===== src/sv/lasu_pkg.sv =====
`timescale 1ns / 1ps
// Shared types, codes and constant tables for the linear attention state update block.
// No dependencies.
package lasu_pkg;

  typedef enum logic [1:0] {
    ACT_KEY   = 2'd0,
    ACT_VALUE = 2'd1,
    ACT_QUERY = 2'd2,
    ACT_CLEAR = 2'd3
  } action_e;

  typedef enum logic [1:0] {
    RULE_LINEAR      = 2'd0,
    RULE_GATED       = 2'd1,
    RULE_DELTA       = 2'd2,
    RULE_GATED_DELTA = 2'd3
  } rule_e;

  typedef enum logic [2:0] {
    REG_RULE          = 3'd0,
    REG_DECAY_PER_KEY = 3'd1,
    REG_KEY_SIZE      = 3'd2,
    REG_VALUE_SIZE    = 3'd3,
    REG_HEADS         = 3'd4,
    REG_SCALE         = 3'd5
  } reg_e;

  localparam logic [24:0] FRAC_ONE = 25'd16777216;

  typedef struct packed {
    logic wr_key;
    logic wr_value;
    logic wr_query;
    logic clr;
    logic rd_en;
    logic first;
    logic p_decay;
    logic p_acc;
    logic p_update;
    logic use_query;
    logic d_diff;
    logic d_mul;
    logic d_store;
    logic o_round;
    logic o_mul;
    logic o_load;
  } cmd_t;

  typedef struct packed {
    logic dec_busy;
    logic out_free;
  } sts_t;

  function automatic logic [16:0] exp_int_q16(input logic [3:0] n);
    logic [16:0] r;
    case (n)
      4'd0:    r = 17'd65536;
      4'd1:    r = 17'd24109;
      4'd2:    r = 17'd8869;
      4'd3:    r = 17'd3263;
      4'd4:    r = 17'd1200;
      4'd5:    r = 17'd442;
      4'd6:    r = 17'd162;
      4'd7:    r = 17'd60;
      4'd8:    r = 17'd22;
      default: r = 17'd0;
    endcase
    return r;
  endfunction

  // Reciprocal ceil(2^28 / k), exact for 24-bit dividends.
  function automatic logic [28:0] recip_q28(input logic [3:0] k);
    logic [28:0] r;
    case (k)
      4'd1:    r = 29'd268435456;
      4'd2:    r = 29'd134217728;
      4'd3:    r = 29'd89478486;
      4'd4:    r = 29'd67108864;
      4'd5:    r = 29'd53687092;
      4'd6:    r = 29'd44739243;
      4'd7:    r = 29'd38347923;
      4'd8:    r = 29'd33554432;
      default: r = 29'd0;
    endcase
    return r;
  endfunction

endpackage


===== src/sv/lasu_ctrl.sv =====
`timescale 1ns / 1ps
// Controller: decodes accepted words and sequences row passes and column steps.
// Depends on lasu_pkg.
module lasu_ctrl
  import lasu_pkg::*;
#(
  parameter int unsigned DK = 16,
  parameter int unsigned DV = 16
) (
  input  logic                                   clk_i,
  input  logic                                   rst_ni,
  input  logic                                   in_fire_i,
  input  action_e                                action_i,
  input  logic [5:0]                             idx_i,
  input  logic [1:0]                             head_i,
  input  logic [1:0]                             rule_i,
  input  logic [6:0]                             kd_i,
  input  logic [6:0]                             vd_i,
  input  logic [2:0]                             hg_i,
  input  sts_t                                   sts_i,
  output logic                                   ready_o,
  output cmd_t                                   cmd_o,
  output logic [((DK > 1) ? $clog2(DK) : 1)-1:0] row_rd_o,
  output logic [((DK > 1) ? $clog2(DK) : 1)-1:0] row_proc_o,
  output logic [((DV > 1) ? $clog2(DV) : 1)-1:0] col_o
);

  localparam int unsigned KW = (DK > 1) ? $clog2(DK) : 1;
  localparam int unsigned VW = (DV > 1) ? $clog2(DV) : 1;

  typedef enum logic [10:0] {
    S_IDLE   = 11'b000_0000_0001,
    S_DECAY  = 11'b000_0000_0010,
    S_RETR   = 11'b000_0000_0100,
    S_DDIFF  = 11'b000_0000_1000,
    S_DMUL   = 11'b000_0001_0000,
    S_DSTORE = 11'b000_0010_0000,
    S_UPDATE = 11'b000_0100_0000,
    S_QACC   = 11'b000_1000_0000,
    S_OROUND = 11'b001_0000_0000,
    S_OMUL   = 11'b010_0000_0000,
    S_OLOAD  = 11'b100_0000_0000
  } ctrl_state_e;

  ctrl_state_e    state_q, state_d;
  logic [6:0]     cnt_q, cnt_d, cnt_m1;
  logic [VW-1:0]  col_q, col_d;
  logic           gated, delta, pass_rd, pass_end, proc, col_last;
  logic [6:0]     idx7;

  assign gated    = (rule_i == RULE_GATED) || (rule_i == RULE_GATED_DELTA);
  assign delta    = (rule_i == RULE_DELTA) || (rule_i == RULE_GATED_DELTA);
  assign idx7     = {1'b0, idx_i};
  assign pass_rd  = (cnt_q < kd_i);
  assign pass_end = (cnt_q == kd_i);
  assign proc     = (cnt_q != 7'd0);
  assign cnt_m1   = cnt_q - 7'd1;
  assign col_last = (7'(col_q) == (vd_i - 7'd1));

  assign row_rd_o   = cnt_q[KW-1:0];
  assign row_proc_o = cnt_m1[KW-1:0];
  assign col_o      = col_q;

  always_comb begin
    state_d = state_q;
    cnt_d   = cnt_q;
    col_d   = col_q;
    cmd_o   = '0;
    ready_o = 1'b0;
    case (state_q)
      S_IDLE: begin
        ready_o = !sts_i.dec_busy;
        cnt_d   = 7'd0;
        col_d   = '0;
        if (in_fire_i) begin
          case (action_i)
            ACT_KEY: begin
              cmd_o.wr_key = (idx7 < kd_i);
            end
            ACT_VALUE: begin
              if (idx7 < vd_i) begin
                cmd_o.wr_value = 1'b1;
                if (idx7 == vd_i - 7'd1) begin
                  state_d = gated ? S_DECAY : (delta ? S_RETR : S_UPDATE);
                end
              end
            end
            ACT_QUERY: begin
              if ((idx7 < kd_i) && ({1'b0, head_i} < hg_i)) begin
                cmd_o.wr_query = 1'b1;
                if (idx7 == kd_i - 7'd1) begin
                  state_d = S_QACC;
                end
              end
            end
            ACT_CLEAR: cmd_o.clr = 1'b1;
            default: ;
          endcase
        end
      end
      S_DECAY: begin
        cmd_o.rd_en   = pass_rd;
        cmd_o.p_decay = proc;
        cnt_d         = cnt_q + 7'd1;
        if (pass_end) begin
          cnt_d   = 7'd0;
          state_d = delta ? S_RETR : S_UPDATE;
        end
      end
      S_RETR: begin
        cmd_o.rd_en = pass_rd;
        cmd_o.p_acc = proc;
        cmd_o.first = (cnt_q == 7'd1);
        cnt_d       = cnt_q + 7'd1;
        if (pass_end) begin
          cnt_d   = 7'd0;
          col_d   = '0;
          state_d = S_DDIFF;
        end
      end
      S_DDIFF: begin
        cmd_o.d_diff = 1'b1;
        state_d      = S_DMUL;
      end
      S_DMUL: begin
        cmd_o.d_mul = 1'b1;
        state_d     = S_DSTORE;
      end
      S_DSTORE: begin
        cmd_o.d_store = 1'b1;
        if (col_last) begin
          state_d = S_UPDATE;
        end else begin
          col_d   = col_q + VW'(1);
          state_d = S_DDIFF;
        end
      end
      S_UPDATE: begin
        cmd_o.rd_en    = pass_rd;
        cmd_o.p_update = proc;
        cnt_d          = cnt_q + 7'd1;
        if (pass_end) begin
          cnt_d   = 7'd0;
          state_d = S_IDLE;
        end
      end
      S_QACC: begin
        cmd_o.rd_en     = pass_rd;
        cmd_o.p_acc     = proc;
        cmd_o.use_query = 1'b1;
        cmd_o.first     = (cnt_q == 7'd1);
        cnt_d           = cnt_q + 7'd1;
        if (pass_end) begin
          cnt_d   = 7'd0;
          col_d   = '0;
          state_d = S_OROUND;
        end
      end
      S_OROUND: begin
        cmd_o.o_round = 1'b1;
        state_d       = S_OMUL;
      end
      S_OMUL: begin
        cmd_o.o_mul = 1'b1;
        state_d     = S_OLOAD;
      end
      S_OLOAD: begin
        if (sts_i.out_free) begin
          cmd_o.o_load = 1'b1;
          if (col_last) begin
            state_d = S_IDLE;
          end else begin
            col_d   = col_q + VW'(1);
            state_d = S_OROUND;
          end
        end
      end
      default: state_d = S_IDLE;
    endcase
  end

  always_ff @(posedge clk_i or negedge rst_ni) begin
    if (!rst_ni) begin
      state_q <= S_IDLE;
      cnt_q   <= 7'd0;
      col_q   <= '0;
    end else begin
      state_q <= state_d;
      cnt_q   <= cnt_d;
      col_q   <= col_d;
    end
  end

endmodule


===== config.mk =====
export PLATFORM = sky130hd
export DESIGN_NAME = lasu_ctrl
export DESIGN_NICKNAME = d
export VERILOG_FILES = /design/src/sv/lasu_pkg.sv /design/src/sv/lasu_ctrl.sv
export SDC_FILE = /design/constraint.sdc
export NUM_CORES = 1
export LEC_CHECK = 0
export ABC_CLOCK_PERIOD_IN_PS = 2200
export BUFFER_PORTS_ARGS = -buffer_cell sky130_fd_sc_hd__buf_2
export CAP_MARGIN = 20
export CORE_MARGIN = 2
export CORE_UTILIZATION = 50
export CTS_CLUSTER_DIAMETER = 200
export CTS_CLUSTER_SIZE = 14
export DETAILED_ROUTE_END_ITERATION = 8
export PLACE_DENSITY = 0.78
export SLEW_MARGIN = 20
export SYNTH_ARGS = -nofsm -noshare
export SYNTH_HDL_FRONTEND = slang
export SYNTH_SLANG_ARGS = --single-unit

===== constraint.sdc =====
create_clock -name clk_i -period 2.2 [get_ports clk_i]
set_input_delay 0.11 -clock clk_i [delete_from_list [all_inputs] [get_ports clk_i]]
set_output_delay 0.11 -clock clk_i [all_outputs]
set_load 0.01 [all_outputs]

# Word-level counts from Yosys, hierarchy flattened
# Index checks and enable logic that the tools add are counted.
[op_classes]
n_addsub = 5
order_cmp = 4
n_eq_ne = 34
n_mux = 44
reduce_logical = 12
[ops]
columns = ["op", "count"]
rows = [
  ["11-bit 2-to-1 mux", 11],
  ["11-bit case mux with 11 select lines", 1],
  ["11-bit case mux with 2 select lines", 1],
  ["7-bit 2-to-1 mux", 3],
  ["1-bit 2-to-1 mux", 20],
  ["4-bit 2-to-1 mux", 5],
  ["4-bit case mux with 4 select lines", 1],
  ["6-bit by 7-bit equality test with 1-bit output", 2],
  ["6-bit by 7-bit less-than comparator with 1-bit output", 2],
  ["7-bit case mux with 2 select lines", 1],
  ["7-bit by 1-bit subtractor with 7-bit output (second input constant)", 2],
  ["2-bit != test (second input constant)", 6],
  ["3-bit != test (second input constant)", 4],
  ["11-bit by 1-bit equality test with 1-bit output (second input constant)", 1],
  ["11-bit by 10-bit equality test with 1-bit output (second input constant)", 1],
  ["11-bit equality test (second input constant)", 1],
  ["11-bit by 2-bit equality test with 1-bit output (second input constant)", 1],
  ["11-bit by 3-bit equality test with 1-bit output (second input constant)", 1],
  ["11-bit by 4-bit equality test with 1-bit output (second input constant)", 1],
  ["11-bit by 5-bit equality test with 1-bit output (second input constant)", 1],
  ["11-bit by 6-bit equality test with 1-bit output (second input constant)", 1],
  ["11-bit by 7-bit equality test with 1-bit output (second input constant)", 1],
  ["11-bit by 8-bit equality test with 1-bit output (second input constant)", 1],
  ["11-bit by 9-bit equality test with 1-bit output (second input constant)", 1],
  ["24 further kinds", 29],
]
[totals]
ff_bits = 22
out_inout_bits = 29

# Logic depth before layout (Yosys ltp)
[logic_depth]
word_depth = 9
depth_mapped = 10
mapped_depth_nobuf = 9

# Worst setup path after synthesis
# OpenSTA, ideal clock, no wires.
[synth_path]
path_type = "register to register"
from = "reg state_q[10]"
to = "reg state_q[2]"
t_arrival_ns = 2.241
slack_ns = -0.165
stages_incl_launch_ff = 10
path_buffers = 2
synth_period_minus_slack_ns = 2.365
cell_sequence = "dfrtp_1 > buf_6 > or4_4 > buf_6 > nor4_1 > o31ai_1 > or2_1 > o21a_1 > nand3_2 > mux2_2"
[synth_via]
elab_chain_cells = 3
word_cells_on_any_way = 24
classes_between = "22 x eq/ne; 1 x mux; 1 x reduce/logical"
[synth_rtl]
columns = ["item", "line", "text"]
rows = [
  ["from (decl)", "lasu_ctrl.sv:45", "ctrl_state_e state_q, state_d;"],
  ["from (signal assigned)", "lasu_ctrl.sv:188", "state_q <= state_d;"],
  ["11-bit by 1-bit equality test with 1-bit output (tied with other cells)", "lasu_ctrl.sv:70", "case (state_q)"],
  ["3-bit by 1-bit != test with 1-bit output (no line) (tied with other cells)", "--", ""],
  ["11-bit AND reduction (no line)", "--", ""],
]
# Several ways; a longest one is shown, not always the timed one.
# A chain may end at the register's enable or synchronous reset.

==> metrics list <==
- Relative contribution of combinational cells to total power: 0.663
- Most frequent cell on the critical path: sky130_fd_sc_hd__buf_6
- STA puts the critical path data required time at ~2.1 ns.
- Fmax: roughly 430 MHz
- CP Capture Type: primary output
* Clock root cell: sky130_fd_sc_hd__clkbuf_8
* Antenna-violating nets left: 0
- Sequential fraction of the synthesis area: 0.210
- Diodes inserted: 0
- Share of the core filled with cells in the final layout: 0.707
- H-tree Lvls: 1
- Critical Path Start Type: register
- At the end of routability-driven placement, the weighted congestion stood at between 0.9 and 1.
- Number of filler instances in the final layout: 396
- In this run, synthesis inferred 0 flip-flops with an integrated enable.
- IO buf count: 62
- Standby leakage power: 0.00183 µW
- OpenSTA, run right after detailed placement, puts the worst setup slack at -0.199 ns.
* Antenna violations before repair: 0
* Overall die height: between 70 and 80 µm
- Headroom to the max-slew limit came out at 0.646.
- Broken down by cell family, the worst path's largest delay share belongs to simple AND/OR/NAND/NOR gates.
- Share of final-layout standard cells stronger than drive strength 1: 0.349
- Kind of critical path: register to primary output
- Power density over the cells: between 700 and 800 nW/µm²
- Final Skew: 0.0102 ns
- Sequential share of power: 0.194
* Total track usage: 0.264
* Ys flop type: sky130_fd_sc_hd__dfrtp_1
- Result of the run: finished with violations
* Number of global-route vias before repair: 2835
- CP peak stage delay: roughly 0.6 ns
* Overall routed net length: ~7.8 mm
- The number of nets handed over by synthesis was around 400.
* Routed length per placed instance: ~15 µm
- Drt pass-1 iters: 4
- Post-synthesis cell type count: a little under 60
- For this block, the via count after detailed routing is approximately 2900.
- Setup repair after global routing could not meet its margin everywhere.
- In this run the count of I/O pins placed on the die edge is 63.
- Entering global routing, the biggest net connects 23 pins.
- The area growth from synthesis to layout is 37.1%.
* Setup tns final: -0.668 ns
- The smallest clock period supported by the final layout is computed as 2.30 ns.
- After synthesis, the share of flip-flops with an asynchronous set or reset is 1.00.
- After clock tree synthesis, the clock-pin slew on the worst setup and hold paths is ~0.090 ns.
- The final reports fail on setup timing.
* Starting density of the core: 0.516
- Along the worst path, the maximum fanout reaches 4.
* Period Utilization, post-route: 1.05
* CTS tree: built
* Path type of the worst min-delay path: primary input to register
- At the later pin of the worst-skew pair, clock insertion delay measures 0.27 ns.
* Post-synthesis register bit count: 22
- The cell area that synthesis handed to floorplanning was about 2600 µm².
* Yosys warnings: 0
* Max-slew violation count: 0
- The net count of the finished layout is a little over 500.
- Die outline area: just under 6000 µm²
- Leaving out filler cells and counting taps, the final layout contains ~500.
* Global-route wire length before repair: roughly 13 mm
- Including well taps, the total number of placed cells is slightly below 500.
* DRC violations left: 0
* Switching part of the total power: 0.417
* Number of buffers inserted during clock tree synthesis: 3
- Across the run, the number of max-cap violations was 0.
* Final hold viol count: 0
* Instance count of the mapped netlist: between 300 and 400
- Clk sink count: 22
- For this run the aggregate overflow at the end of global routing stands at 0.
* Slowest stage cell, crit path: sky130_fd_sc_hd__or4_4
* Total core area: 5110 µm²
- The detailed router finished its first iteration with about 150 violations.
- The clock passes through at most 2 buffers.
* Setup violations, final: 16
- Avg Vias per Cell: between 5 and 6
- Internal power comes to about 1600 µW.
- In this run the mean area of a mapped cell was slightly below 8 µm².
- Final Worst Setup Slack: -0.102 ns
- For the worst setup path, the data arrival time is 2.19 ns.
- Critical path buffer and inverter count: 3
- Detailed placement ended at an HPWL of slightly below 6 mm.
- Clock network power share: 0.143
* Switching power of the nets: roughly 1100 µW
- Max IR drop VDD: just under 0.4 mV
- Number of rows created at floorplan: 26
- Chip Width: 76.6 µm
- Measured slew at the worst slew-check pin: between 0.5 and 0.6 ns
- Post-layout total power: 2710 µW
- Cell-by-cell trace of the critical path: or4_4 > buf_12 > nor3_4 > nand2_2 > nor3b_4 > buf_6 > buf_6
## kinds of logic (layout without fill, tap and decap cells)
group           after synthesis  count (layout)  share of synthesized area
compound gates               69              69                      0.172
xor+xnor                     23              23                     0.0765
fa+ha+maj                    31              31                      0.146
buf+inv                      43             148                     0.0741
flops                        22              22                      0.210
mux                           4               4                     0.0171
simple gates                141             141                      0.305
## sequential cells by signal, indices dropped and copies added, names as in the netlist
signal	flops
cnt_q	7
col_o	4
state_q	11
## per-layer routing
layer	wire [µm]	track usage
met1	3240	0.314
met2	4050	0.483
met3	292	0.0438
met4	170	0.0836
met5	0	0
## synth_stat cells (2+ instances only)
master                       n  area, µm²
sky130_fd_sc_hd__nor2_1     36        135
sky130_fd_sc_hd__ha_1       30        375
sky130_fd_sc_hd__inv_1      28        105
sky130_fd_sc_hd__dfrtp_1    21        526
sky130_fd_sc_hd__o21ai_0    21        105
sky130_fd_sc_hd__nand2_1    14       52.6
sky130_fd_sc_hd__nand2b_1   13       81.3
sky130_fd_sc_hd__a21oi_1    12       60.1
sky130_fd_sc_hd__xnor2_1    12        105
sky130_fd_sc_hd__nand3_1    11       55.1
sky130_fd_sc_hd__xor2_1     11       96.3
sky130_fd_sc_hd__nor3_1     10       50.1
sky130_fd_sc_hd__nor4_1      8       50.1
sky130_fd_sc_hd__and3_1      6       37.5
sky130_fd_sc_hd__clkbuf_1    6       22.5
sky130_fd_sc_hd__nor2b_1     6       37.5
sky130_fd_sc_hd__o31ai_1     6       45.0
sky130_fd_sc_hd__or4_1       6       45.0
sky130_fd_sc_hd__nand4_1     5       31.3
sky130_fd_sc_hd__nor3b_1     5       37.5
sky130_fd_sc_hd__a211oi_1    4       30.0
sky130_fd_sc_hd__a21o_1      4       30.0
sky130_fd_sc_hd__buf_4       4       30.0
sky130_fd_sc_hd__mux2_2      4       45.0
sky130_fd_sc_hd__buf_2       3       15.0
sky130_fd_sc_hd__o21a_1      3       22.5
sky130_fd_sc_hd__a41o_1      2       20.0
sky130_fd_sc_hd__and4_1      2       17.5
sky130_fd_sc_hd__and4b_1     2       20.0
sky130_fd_sc_hd__buf_6       2       22.5
sky130_fd_sc_hd__nand3b_1    2       15.0
sky130_fd_sc_hd__nor4b_1     2       17.5
sky130_fd_sc_hd__o2111ai_1   2       17.5
sky130_fd_sc_hd__o211a_1     2       20.0
sky130_fd_sc_hd__o22ai_1     2       12.5
sky130_fd_sc_hd__o311ai_1    2       17.5
sky130_fd_sc_hd__o31a_1      2       17.5
sky130_fd_sc_hd__or3_1       2       12.5
## worst min-delay path: stages
cell and delay [ns]:
sky130_fd_sc_hd__buf_2 0.11, sky130_fd_sc_hd__nand3b_1 0.08, sky130_fd_sc_hd__o22ai_1 0.07
## cell usage in the layout, fill, tap and decap left out, types with 3 or more instances in the layout
cell                       instances
sky130_fd_sc_hd__buf_2            59
sky130_fd_sc_hd__buf_4            50
sky130_fd_sc_hd__nor2_1           35
sky130_fd_sc_hd__ha_1             30
sky130_fd_sc_hd__inv_1            28
sky130_fd_sc_hd__dfrtp_1          20
sky130_fd_sc_hd__o21ai_0          19
sky130_fd_sc_hd__nand2b_1         13
sky130_fd_sc_hd__nand2_1          13
sky130_fd_sc_hd__a21oi_1          12
sky130_fd_sc_hd__xnor2_1          12
sky130_fd_sc_hd__xor2_1           11
sky130_fd_sc_hd__nand3_1          10
sky130_fd_sc_hd__nor3_1            9
sky130_fd_sc_hd__nor2b_1           6
sky130_fd_sc_hd__o31ai_1           6
sky130_fd_sc_hd__nor4_1            5
sky130_fd_sc_hd__or4_1             5
sky130_fd_sc_hd__nand4_1           5
sky130_fd_sc_hd__buf_6             5
sky130_fd_sc_hd__a21o_1            4
sky130_fd_sc_hd__and3_1            4
sky130_fd_sc_hd__mux2_4            4
sky130_fd_sc_hd__o21a_1            3
sky130_fd_sc_hd__clkbuf_8          3
## power by group through the flow
stage               Combinational (µW)  Sequential (µW)  Clock (µW)
floorplan                          931              508           0
global placement                  1460              521           0
detailed placement                1500              523           0
CTS                               1650              516         389
global route                      1960              532         404
finish                            1800              525         389
## worst paths after layout
check	start	endpoint	slack [ns]	depth (start not counted)
min	rule_i[0]	state_q[1]	0.14	3
min in group asynchronous	rst_ni	col_o[3]	0.34	2
min reg2reg	cnt_q[6]	cnt_q[6]	0.53	1
max	state_q[4]	cmd_o[3]	-0.10	7
max in group asynchronous	rst_ni	state_q[6]	1.48	2
max reg2reg	state_q[4]	state_q[6]	-0.08	7
## stage by stage
stage               hold slack (ns)  cell area (µm²)
finish                        0.139             3610
global route                  0.159             3610
CTS                           0.138             3510
detailed placement            0.110             3320
global placement              0.111             3320
floorplan                    -0.186             2670
## what timing repair did
| item | in CTS | in global routing |
|---|---|---|
| hold endpoints to repair | 21 | 0 |
| buffers inserted | 7 | 2 |
| gates resized for setup | 11 | 19 |
| hold buffers | 1 | 0 |
| setup endpoints to repair | 15 | 31 |
| pin swaps | 8 | 10 |
## final cells by class
cell class,instances,area (µm²),area share
tap,70,87.6,0.0243
timing repair buffer,116,757,0.210
multi-input combinational,268,2040,0.564
clock inverter,1,30.0,0.00832
inverter,28,105,0.0291
sequential,22,553,0.153
clock buffer,3,41.3,0.0114
(Power assumes the default switching activity.)
